`src/iat_pkg.sv`:
```
package iat_pkg;

  // run modes, also the encoding of the run_mode field
  typedef enum logic [1:0] {
    MODE_IDLE  = 2'd0,
    MODE_RUN   = 2'd1,
    MODE_PAUSE = 2'd2,
    MODE_DONE  = 2'd3
  } mode_t;

  // configuration register indexes
  localparam int unsigned CfgIdxW = 3;
  localparam logic [CfgIdxW-1:0] CFG_INTERVAL = 3'd0;
  localparam logic [CfgIdxW-1:0] CFG_TOTAL    = 3'd1;
  localparam logic [CfgIdxW-1:0] CFG_ALERT    = 3'd2;
  localparam logic [CfgIdxW-1:0] CFG_STROBE   = 3'd3;
  localparam logic [CfgIdxW-1:0] CFG_HOLD     = 3'd4;
  localparam int unsigned CfgDataW = 20;

  // register defaults after reset
  localparam logic [19:0] INTERVAL_RST = 20'd60000;
  localparam logic [5:0]  TOTAL_RST    = 6'd60;
  localparam logic [15:0] ALERT_RST    = 16'd6000;
  localparam logic [9:0]  STROBE_RST   = 10'd80;
  localparam logic [15:0] HOLD_RST     = 16'd900;

  // seconds conversion: remainders at or above this show the ceiling value
  localparam logic [25:0] REM_SAT      = 26'd1023000;
  localparam logic [9:0]  SECS_MAX     = 10'd1023;
  localparam logic [20:0] ROUND_UP     = 21'd999;
  // floor(y / 125) = (y * RECIP_125) >> 24, exact for y below 2^17
  localparam logic [17:0] RECIP_125    = 18'd134218;

  // work held between the state update and the seconds conversion
  typedef struct packed {
    mode_t       mode;
    logic        alerting;
    logic        light;
    logic [5:0]  shots;
    logic        pulse;
    logic        sat;
    logic [19:0] rem;
  } mid_t;

  // finished result
  typedef struct packed {
    mode_t       mode;
    logic        alerting;
    logic        light;
    logic [5:0]  shots;
    logic [9:0]  secs;
    logic        pulse;
  } res_t;

endpackage

```
`src/interval_alarm_timer_with_pause.sv`:
```
// pipeline: an accepted tick transaction loads the middle register, and its result
//   is valid once it moves on from there into the result register
// throughput: one tick per cycle while in_stall is low; the state update and the registered
//   reciprocal multiply for the seconds value form a two-register pipeline
// reset: synchronous, active high; modes idle, light lit, counters cleared,
//   configuration registers at their defaults, pipeline empty
module interval_alarm_timer_with_pause (
  input  logic                             clk,
  input  logic                             rst,
  // tick channel
  input  logic                             in_valid,
  output logic                             in_stall,
  input  logic                             button_level,
  // result channel
  output logic                             out_valid,
  input  logic                             out_stall,
  output logic [1:0]                       run_mode,
  output logic                             alerting,
  output logic                             backlight_on,
  output logic [5:0]                       shots_done,
  output logic [9:0]                       secs_left,
  output logic                             shot_pulse,
  // configuration write channel
  input  logic                             cfg_valid,
  output logic                             cfg_ready,
  input  logic [iat_pkg::CfgIdxW-1:0]      cfg_index,
  input  logic [iat_pkg::CfgDataW-1:0]     cfg_data
);

  // configuration registers
  logic [19:0] interval_ms;
  logic [5:0]  total_shots;
  logic [15:0] alert_len_ms;
  logic [9:0]  strobe_half_ms;
  logic [15:0] hold_len_ms;

  // timer state
  iat_pkg::mode_t mode, mode_next;
  logic [5:0]  shot_count, shot_count_next;
  logic [31:0] elapsed_ms, elapsed_ms_next;
  logic [25:0] next_due_ms, next_due_ms_next;
  logic        press_active, press_active_next;
  logic        hold_done, hold_done_next;
  logic [15:0] press_len, press_len_next;
  logic        alert_active, alert_active_next;
  logic [15:0] alert_spent, alert_spent_next;
  logic [9:0]  phase_ms, phase_ms_next;
  logic        light_level, light_level_next;

  // combinational helpers
  logic        press_edge;
  logic        press_hold_done;
  logic        held;
  logic        shot_fire;
  logic [5:0]  count_inc;
  logic [25:0] due_prod;
  logic [9:0]  half;
  logic [10:0] phase_inc;
  logic [16:0] spent_sum;
  logic        secs_active;
  logic [25:0] rem_full;

  // pipeline
  logic          in_accept;
  logic          mid_take;
  logic          out_take;
  logic          mid_valid;
  iat_pkg::mid_t mid, mid_next;
  iat_pkg::res_t res;
  logic [20:0]   rounded;
  logic [35:0]   quot_prod;
  logic [9:0]    quot;

  // handshake
  assign out_take  = !out_valid || !out_stall;
  assign mid_take  = !mid_valid || out_take;
  assign in_stall  = !mid_take;
  assign in_accept = in_valid && mid_take;
  assign cfg_ready = 1'b1;

  // configuration writes
  always_ff @(posedge clk) begin
    if (rst) begin
      interval_ms    <= iat_pkg::INTERVAL_RST;
      total_shots    <= iat_pkg::TOTAL_RST;
      alert_len_ms   <= iat_pkg::ALERT_RST;
      strobe_half_ms <= iat_pkg::STROBE_RST;
      hold_len_ms    <= iat_pkg::HOLD_RST;
    end else if (cfg_valid && cfg_ready) begin
      case (cfg_index)
        iat_pkg::CFG_INTERVAL: interval_ms    <= cfg_data[19:0];
        iat_pkg::CFG_TOTAL:    total_shots    <= cfg_data[5:0];
        iat_pkg::CFG_ALERT:    alert_len_ms   <= cfg_data[15:0];
        iat_pkg::CFG_STROBE:   strobe_half_ms <= cfg_data[9:0];
        iat_pkg::CFG_HOLD:     hold_len_ms    <= cfg_data[15:0];
        default: ;
      endcase
    end
  end

  // press tracking, every tick in every mode
  always_comb begin
    press_active_next = press_active;
    press_hold_done   = hold_done;
    press_len_next    = press_len;
    press_edge        = 1'b0;
    if (button_level && !press_active) begin
      press_active_next = 1'b1;
      press_hold_done   = 1'b0;
      press_len_next    = '0;
      press_edge        = 1'b1;
    end else if (!button_level) begin
      press_active_next = 1'b0;
    end else if (press_len != 16'hFFFF) begin
      press_len_next = press_len + 16'd1;
    end
  end

  assign held = button_level && !press_hold_done && (press_len_next >= hold_len_ms);

  // shot arithmetic
  assign count_inc = shot_count + 6'd1;
  assign due_prod  = 26'(count_inc) * 26'(interval_ms);
  assign half      = (strobe_half_ms == '0) ? 10'd1 : strobe_half_ms;
  assign phase_inc = {1'b0, phase_ms} + 11'd1;
  assign spent_sum = {1'b0, alert_spent} + {7'b0, half};

  // mode and timer update
  always_comb begin
    mode_next         = mode;
    shot_count_next   = shot_count;
    elapsed_ms_next   = elapsed_ms;
    next_due_ms_next  = next_due_ms;
    hold_done_next    = press_hold_done;
    alert_active_next = alert_active;
    alert_spent_next  = alert_spent;
    phase_ms_next     = phase_ms;
    light_level_next  = light_level;
    shot_fire         = 1'b0;
    case (mode)
      iat_pkg::MODE_IDLE: begin
        if (press_edge) begin
          shot_count_next   = '0;
          elapsed_ms_next   = '0;
          next_due_ms_next  = '0;
          alert_active_next = 1'b0;
          alert_spent_next  = '0;
          phase_ms_next     = '0;
          light_level_next  = 1'b1;
          mode_next         = iat_pkg::MODE_RUN;
        end
      end
      iat_pkg::MODE_RUN: begin
        if (elapsed_ms != 32'hFFFF_FFFF) begin
          elapsed_ms_next = elapsed_ms + 32'd1;
        end
        if (alert_active) begin
          // strobe in progress: a press cuts it short
          if (button_level) begin
            alert_active_next = 1'b0;
            alert_spent_next  = '0;
            phase_ms_next     = '0;
            light_level_next  = 1'b1;
            if (shot_count >= total_shots) begin
              mode_next = iat_pkg::MODE_DONE;
            end
          end else if (phase_inc >= {1'b0, half}) begin
            phase_ms_next = '0;
            if (spent_sum >= {1'b0, alert_len_ms}) begin
              alert_active_next = 1'b0;
              alert_spent_next  = '0;
              light_level_next  = 1'b1;
              if (shot_count >= total_shots) begin
                mode_next = iat_pkg::MODE_DONE;
              end
            end else begin
              alert_spent_next = spent_sum[15:0];
              light_level_next = !light_level;
            end
          end else begin
            phase_ms_next = phase_inc[9:0];
          end
        end else if (held) begin
          hold_done_next = 1'b1;
          mode_next      = iat_pkg::MODE_PAUSE;
        end else if (elapsed_ms_next >= {6'b0, next_due_ms}) begin
          // shot due
          shot_fire        = 1'b1;
          shot_count_next  = count_inc;
          next_due_ms_next = due_prod;
          if (alert_len_ms == '0) begin
            if (count_inc >= total_shots) begin
              mode_next = iat_pkg::MODE_DONE;
            end
          end else begin
            alert_active_next = 1'b1;
            alert_spent_next  = '0;
            phase_ms_next     = '0;
            light_level_next  = 1'b0;
          end
        end
      end
      iat_pkg::MODE_PAUSE: begin
        if (held) begin
          hold_done_next   = 1'b1;
          light_level_next = 1'b1;
          mode_next        = iat_pkg::MODE_IDLE;
        end else if (press_edge) begin
          mode_next = iat_pkg::MODE_RUN;
        end
      end
      default: begin
        if (press_edge) begin
          mode_next = iat_pkg::MODE_IDLE;
        end
      end
    endcase
  end

  // time to the next shot in milliseconds, after the update
  assign secs_active = ((mode_next == iat_pkg::MODE_RUN) || (mode_next == iat_pkg::MODE_PAUSE))
                       && (elapsed_ms_next < {6'b0, next_due_ms_next});
  assign rem_full    = secs_active ? (next_due_ms_next - elapsed_ms_next[25:0]) : '0;

  always_comb begin
    mid_next.mode     = mode_next;
    mid_next.alerting = alert_active_next;
    mid_next.light    = light_level_next;
    mid_next.shots    = shot_count_next;
    mid_next.pulse    = shot_fire;
    mid_next.sat      = (rem_full >= iat_pkg::REM_SAT);
    mid_next.rem      = rem_full[19:0];
  end

  // state registers, updated once per accepted tick
  always_ff @(posedge clk) begin
    if (rst) begin
      mode         <= iat_pkg::MODE_IDLE;
      shot_count   <= '0;
      elapsed_ms   <= '0;
      next_due_ms  <= '0;
      press_active <= 1'b0;
      hold_done    <= 1'b0;
      press_len    <= '0;
      alert_active <= 1'b0;
      alert_spent  <= '0;
      phase_ms     <= '0;
      light_level  <= 1'b1;
    end else if (in_accept) begin
      mode         <= mode_next;
      shot_count   <= shot_count_next;
      elapsed_ms   <= elapsed_ms_next;
      next_due_ms  <= next_due_ms_next;
      press_active <= press_active_next;
      hold_done    <= hold_done_next;
      press_len    <= press_len_next;
      alert_active <= alert_active_next;
      alert_spent  <= alert_spent_next;
      phase_ms     <= phase_ms_next;
      light_level  <= light_level_next;
    end
  end

  // middle stage
  always_ff @(posedge clk) begin
    if (rst) begin
      mid_valid <= 1'b0;
    end else if (mid_take) begin
      mid_valid <= in_accept;
    end
  end

  always_ff @(posedge clk) begin
    if (in_accept) begin
      mid <= mid_next;
    end
  end

  // ceiling divide by 1000: floor((rem + 999) / 8 / 125) by reciprocal
  assign rounded   = {1'b0, mid.rem} + iat_pkg::ROUND_UP;
  assign quot_prod = 36'(rounded[20:3]) * 36'(iat_pkg::RECIP_125);
  assign quot      = quot_prod[33:24];

  // result register
  always_ff @(posedge clk) begin
    if (rst) begin
      out_valid <= 1'b0;
    end else if (out_take) begin
      out_valid <= mid_valid;
    end
  end

  always_ff @(posedge clk) begin
    if (out_take && mid_valid) begin
      res.mode     <= mid.mode;
      res.alerting <= mid.alerting;
      res.light    <= mid.light;
      res.shots    <= mid.shots;
      res.secs     <= mid.sat ? iat_pkg::SECS_MAX : quot;
      res.pulse    <= mid.pulse;
    end
  end

  assign run_mode     = res.mode;
  assign alerting     = res.alerting;
  assign backlight_on = res.light;
  assign shots_done   = res.shots;
  assign secs_left    = res.secs;
  assign shot_pulse   = res.pulse;

endmodule
```
`config.mk`:
```
export PLATFORM = sky130hd
export DESIGN_NAME = interval_alarm_timer_with_pause
export DESIGN_NICKNAME = d
export VERILOG_FILES = /design/src/iat_pkg.sv /design/src/interval_alarm_timer_with_pause.sv
export SDC_FILE = /design/constraint.sdc
export NUM_CORES = 1
export LEC_CHECK = 0
export CORE_ASPECT_RATIO = 0.5
export CORE_MARGIN = 2
export CORE_UTILIZATION = 66
export DETAILED_ROUTE_END_ITERATION = 12
export DONT_BUFFER_PORTS = 1
export HOLD_SLACK_MARGIN = 0.06
export PLACE_DENSITY_LB_ADDON = 0.15
export SLEW_MARGIN = 5
export SYNTH_ARGS = -nofsm -noshare
export SYNTH_HDL_FRONTEND = slang
export SYNTH_SLANG_ARGS = --single-unit
```
`constraint.sdc`:
```
create_clock -name clk -period 12.65 [get_ports clk]
set_input_delay 0.6325 -clock clk [delete_from_list [all_inputs] [get_ports clk]]
set_output_delay 0.6325 -clock clk [all_outputs]
set_load 0.005 [all_outputs]
```
# [Word level (Yosys, flattened, before mapping)]
# Cells that the tools add are included.
[classes] reduce_logical=30 n_mux=76 n_mul=2 n_lt_le_gt_ge=8 bitwise=1 eq_ne=16 n_addsub=7
[ops] operator="16-bit two-way mux" count=11
[ops] operator="26-bit two-way mux" count=5
[ops] operator="32-bit two-way mux" count=3
[ops] operator="10-bit two-way mux" count=8
[ops] operator="32-bit case mux with 2 select lines" count=1
[ops] operator="26-bit case mux with 2 select lines" count=1
[ops] operator="18-bit by 17-bit multiplier with 33-bit output (second input constant)" count=1
[ops] operator="32-bit by 1-bit adder with 32-bit output (second input constant)" count=1
[ops] operator="32-bit by 26-bit greater-or-equal comparator with 1-bit output" count=1
[ops] operator="32-bit by 26-bit less-than comparator with 1-bit output" count=1
[ops] operator="32-bit != test (second input constant)" count=1
[ops] operator="16-bit case mux with 2 select lines" count=1
[ops] operator="26-bit by 20-bit greater-or-equal comparator with 1-bit output (second input constant)" count=1
[ops] operator="6-bit by 20-bit multiplier with 26-bit output" count=1
[ops] operator="26-bit subtractor" count=1
[ops] operator="1-bit two-way mux" count=24
[ops] operator="2-bit two-way mux" count=12
[ops] operator="6-bit two-way mux" count=4
[ops] operator="20-bit by 10-bit adder with 21-bit output (second input constant)" count=1
[ops] operator="10-bit case mux with 2 select lines" count=1
[ops] operator="16-bit by 10-bit adder with 17-bit output" count=1
[ops] operator="17-bit by 16-bit greater-or-equal comparator with 1-bit output" count=1
[ops] operator="16-bit by 1-bit adder with 16-bit output (second input constant)" count=1
[ops] operator="16-bit greater-or-equal comparator" count=1
[ops] operator="other kinds (31)" count=56
[word_totals] reg_bits=235 inputBits=29

# [Logic depth before layout (Yosys ltp)]
[logic_depth] ltp_word=14 depth_mapped=36

# [Worst setup path before layout]
# OpenSTA, ideal clock, no wires.
[synth_timing] path_type="register to register" startpoint="register shot_count[2]" endpoint="register mid[20] in the netlist's numbering (data pin)" setup_slack_ns=5.105 t_required_ns=12.476 n_path_buf=3 arrival_ns=7.371 path_stages_with_launch=33 path_cell_list="dfxtp_1 -> clkbuf_1 -> nand3_1 -> or2_2 -> xnor2_1 -> clkbuf_1 -> nand2_1 -> fa_1 -> fa_1 -> fa_1 -> inv_1 -> ha_1 -> nor2b_1 -> o21ai_0 -> a21boi_0 -> o211ai_1 -> a31oi_1 -> a21o_1 -> a211o_1 -> a32oi_2 -> inv_1 -> ha_1 -> a21o_1 -> a21o_1 -> a21o_1 -> a21o_1 -> a21o_1 -> a21oi_1 -> nor2_1 -> a2111oi_0 -> nand3b_1 -> clkbuf_1 -> a311oi_1"
[synth_lines] element="from (decl)" line="interval_alarm_timer_with_pause.sv:39" source="logic [5:0] shot_count, shot_count_next;"
[synth_lines] element="from (signal assigned)" line="interval_alarm_timer_with_pause.sv:251" source="shot_count <= shot_count_next;"
[synth_lines] element="to (signal assigned)" line="interval_alarm_timer_with_pause.sv:275" source="mid <= mid_next;"
[synth_lines] element="to (decl)" line="interval_alarm_timer_with_pause.sv:68" source="iat_pkg::mid_t mid, mid_next;"

==> results summary <==
The number of port buffers came out at 0. The arrival time reported for the critical path endpoint is 9.54 ns. The region available for standard cell placement spans 34,500 um2. The number of top-level design ports is 53. The highest attainable clock frequency came out at 0.109 GHz. The portion of the post-synthesis area used by sequential elements came out at 0.227. The final number of setup-violating endpoints came out at 0. After technology mapping, the gate count stands at 2,801. The overall overflow remaining after global route is 0. The worst reg-to-reg path cell count came out at 31. The tightest min-delay check is of the primary input to register type. The total wire length after detailed routing came out at 56,600 um. At the end of routability-driven placement, the weighted congestion stood at 0.970. The largest single stage delay on the critical path is 0.71 ns.

The final standard cell utilization of the core came out at 0.699. The largest driver fanout on the critical path came out at 32. Among all flip-flop cells after synthesis, the most frequent one is sky130_fd_sc_hd__dfxtp_1. The number of distinct library cell variants in the gate-level netlist after synthesis is 92.

Setup repair after global routing left no endpoint under its margin. The run finished with clean final reports. Counting instances, the worst hold path has a depth of 1. The number of antenna cells inserted is 0. In the final routed layout, each cell accounts on average for 17.7 um. The count of max-cap constraint violations is 0. In this run the remaining antenna-violating nets after routing total 0. The power density over the cells came out at 169 nW/um2.

For this run, asynchronously set or reset flops after synthesis account for 0. After clock tree synthesis, the repair step resized 0 gates. The cell type with the largest total area after synthesis is sky130_fd_sc_hd__ha_1. The synthesis warning total is 0. The leakage dissipation is 11.1 nW.

Clock tree synthesis inserted a total of 24 buffers. Counting every sink on the clock net gives 235. The setup check on the worst reg-to-reg path leaves a slack of 3.46 ns. The headroom to the max-slew limit came out at 0.228. After the first detailed-routing iteration, the DRC count stood at 1,588. The area growth from synthesis to layout came out at 4.32%. STA classifies the critical path endpoint as a register. Clock-pin slew was measured on the worst setup and hold paths at 0.06 ns. The combined area of all synthesized cells is 23,100 um2. The number of global-route vias before repair came out at 18,100. The transition time at the pin with the least slew margin came out at 1.15 ns.

The share of post-route cells with drive strength above 1 came out at 0.0374. The critical path in this run is classified as register to register. The flip-flop and latch count after synthesis is 235. The cell sitting at the root of the clock tree is a sky130_fd_sc_hd__clkbuf_16. For this configuration, the core starts out at a cell density of 0.670. The wire-length estimate of the detail-placed layout is 42,800 um. The CTS tree is yes. The via count came out at 19,300. The synthesized area divided by synthesized cell count came out at 8.25 um2. The count of hold-fix buffers inserted at cts is 0.

For hold timing, the worst endpoint is phase_ms[3]. The share of the clock period used by the worst path after layout is 0.727. The net count after synthesis is 3,278. The number of buffers inserted by post-CTS setup repair came out at 0. The number of antenna violations at the first check in global routing is 0. The number of enable flip-flop cells after synthesis came out at 53. The startpoint identified for the worst register-to-register timing path is elapsed_ms[0]. The cell area after layout came out at 24,100 um2.

The average vias per placed instance is 6.02. The worst setup path is launched from a register. The horizontal die dimension came out at 269 um. The global-route wire length before repair is 91,600 um.

The startpoint identified for the worst hold timing path is rst. The required time at the worst-slack endpoint is 12.99 ns. The placement-stage cell area is 23,300 um2. Setup total negative slack on the finished layout was measured at 0 ns.

The clock latency at the later pin of the worst-skew pair came out at 0.56 ns. Sorting the synthesized cells by area gives the leading types as sky130_fd_sc_hd__ha_1 (18%), sky130_fd_sc_hd__dfxtp_1 (16%), sky130_fd_sc_hd__fa_1 (10%), sky130_fd_sc_hd__edfxtp_1 (6.9%), sky130_fd_sc_hd__inv_1 (5.6%). The number of endpoints with negative hold slack in the final report came out at 0. Among the stages of the critical path, the cell type that occurs most often is sky130_fd_sc_hd__a21o_1. In the global route stage, overall resource usage came out at 0.312. The DRC violation count after routing came out at 0. The maximum resistive drop on vdd came out at 0.336 mV. In the post-synthesis netlist, the cell with the most instances is sky130_fd_sc_hd__inv_1. The die covers 36,600 um2. In the synthesized netlist, the cells that appear most often are sky130_fd_sc_hd__inv_1 (343), sky130_fd_sc_hd__nand2_1 (337), sky130_fd_sc_hd__ha_1 (327). The number of iterations in the first detailed-routing pass came out at 6. The worst path in the final design needs a cycle of 9.19 ns, including I/O delays and setup. The floorplan row count came out at 48. The maximum number of pins on one net before global-route repair is 164. The end of the worst register-to-register path is mid[20]. The max-slew violation total from the final report came out at 0.

The cell at the slowest stage of the critical path is sky130_fd_sc_hd__nand3b_1. The die is 136 um tall. The share of synthesized area in the top cell type comes to 0.177. The final layout contains 3,187 nets.

Between clock sinks in the finished design, the worst skew comes to 0.0186 ns. The maximum clock insertion buffer count is 3. In this run the number of H-tree levels came out at 1.
==> power by group <==
group	total [W]	switching, W	internal, W
Clock	0.000765	0.000329	0.000435
Combinational	0.00243	0.00141	0.00102
Sequential	0.000873	0.0000401	0.000833
Total	0.00407	0.00178	0.00229
==> area by class of cell <==
cell class                 count  area (um2)
tap                          475         594
multi-input combinational   2081       16000
inverter                     353        1330
fill                        2785       10400
timing repair buffer          15         113
sequential                   235        5240
clock inverter                14         163
clock buffer                  30         663
==> worst max path at each step <==
| stage | from | endpoint | slack [ns] | cells past startpoint |
|---|---|---|---|---|
| finish | elapsed_ms[0] | mid[20] | 3.46 | 31 |
| global route | elapsed_ms[0] | mid[20] | 2.77 | 29 |
| CTS | shot_count[0] | mid[20] | 3.57 | 30 |
| detailed placement | shot_count[0] | mid[20] | 3.61 | 30 |
| global placement | elapsed_ms[0] | mid[20] | 3.86 | 29 |
| floorplan | shot_count[2] | mid[20] | 5.10 | 32 |
==> cells by family after synthesis <==
group,share of synthesized area
mux,0.00531
xor+xnor,0.0444
fa+ha+maj,0.282
simple gates,0.195
compound gates,0.165
buf+inv,0.0816
flops,0.227
other cells,0.000162
==> worst max-delay path: cells and delay by family (launching register included) <==
family	cells	cell delay (ns)
adder cells (fa/ha/maj)	3	0.82
AO/OA/AOI/OAI	14	3.82
buffers and inverters	1	0.12
XOR/XNOR	1	0.12
flip-flops	1	0.44
AND/OR/NAND/NOR	12	3.64
==> stage by stage <==
stage / setup slack (ns) / cells / hold slack (ns) / total power, W
final: 3.46 / 3203 / 0.144 / 0.00407
after global routing: 2.77 / 3203 / 0.129 / 0.00445
after CTS: 3.57 / 3203 / 0.133 / 0.00407
after detailed placement: 3.61 / 3159 / 0.406 / 0.00327
after global placement: 3.86 / 3159 / 0.403 / 0.00319
after floorplan: 5.10 / 2801 / 0.400 / 0.00272
==> layer usage <==
metal	vias to the layer above	track usage	wire [um]
li1	9375	-	-
met2	628	0.515	25600
met1	9139	0.419	25100
met5	-	0	0
met3	126	0.0487	3960
met4	0	0.106	1860
==> layout by cell type (no fill, tap or decap), types with 6 or more instances in the layout <==
master / n
sky130_fd_sc_hd__a211o_1: 10
sky130_fd_sc_hd__a211oi_1: 44
sky130_fd_sc_hd__a21o_1: 43
sky130_fd_sc_hd__a21oi_1: 168
sky130_fd_sc_hd__a22o_1: 27
sky130_fd_sc_hd__a22oi_1: 47
sky130_fd_sc_hd__a22oi_2: 6
sky130_fd_sc_hd__a31oi_1: 17
sky130_fd_sc_hd__and2_1: 74
sky130_fd_sc_hd__and3_1: 28
sky130_fd_sc_hd__and4_1: 11
sky130_fd_sc_hd__buf_4: 15
sky130_fd_sc_hd__clkbuf_16: 24
sky130_fd_sc_hd__clkinv_2: 6
sky130_fd_sc_hd__dfxtp_1: 182
sky130_fd_sc_hd__edfxtp_1: 53
sky130_fd_sc_hd__fa_1: 121
sky130_fd_sc_hd__ha_1: 326
sky130_fd_sc_hd__inv_1: 343
sky130_fd_sc_hd__inv_2: 8
sky130_fd_sc_hd__mux2i_1: 9
sky130_fd_sc_hd__nand2_1: 337
sky130_fd_sc_hd__nand2b_1: 27
sky130_fd_sc_hd__nand3_1: 53
sky130_fd_sc_hd__nand3b_1: 23
sky130_fd_sc_hd__nand4_1: 19
sky130_fd_sc_hd__nor2_1: 202
sky130_fd_sc_hd__nor2b_1: 24
sky130_fd_sc_hd__nor3_1: 57
sky130_fd_sc_hd__nor3b_1: 16
sky130_fd_sc_hd__nor4_1: 21
sky130_fd_sc_hd__o211ai_1: 13
sky130_fd_sc_hd__o21a_1: 22
sky130_fd_sc_hd__o21ai_0: 88
sky130_fd_sc_hd__o21bai_1: 8
sky130_fd_sc_hd__or3_1: 13
sky130_fd_sc_hd__xnor2_1: 62
sky130_fd_sc_hd__xor2_1: 54
==> sequential cells by signal (all words and copies together) (netlist names), 2 cells and up <==
register and flops:
phase_ms 10, secs_left 10, alert_len_ms 16, shot_count 6, interval_ms 20, strobe_half_ms 10, run_mode 2, alert_spent 16
hold_len_ms 16, next_due_ms 26, press_len 16, mode 2, total_shots 6, mid 32, shots_done 6, elapsed_ms 32
No activity file was read; power rests on OpenSTA's default activity.
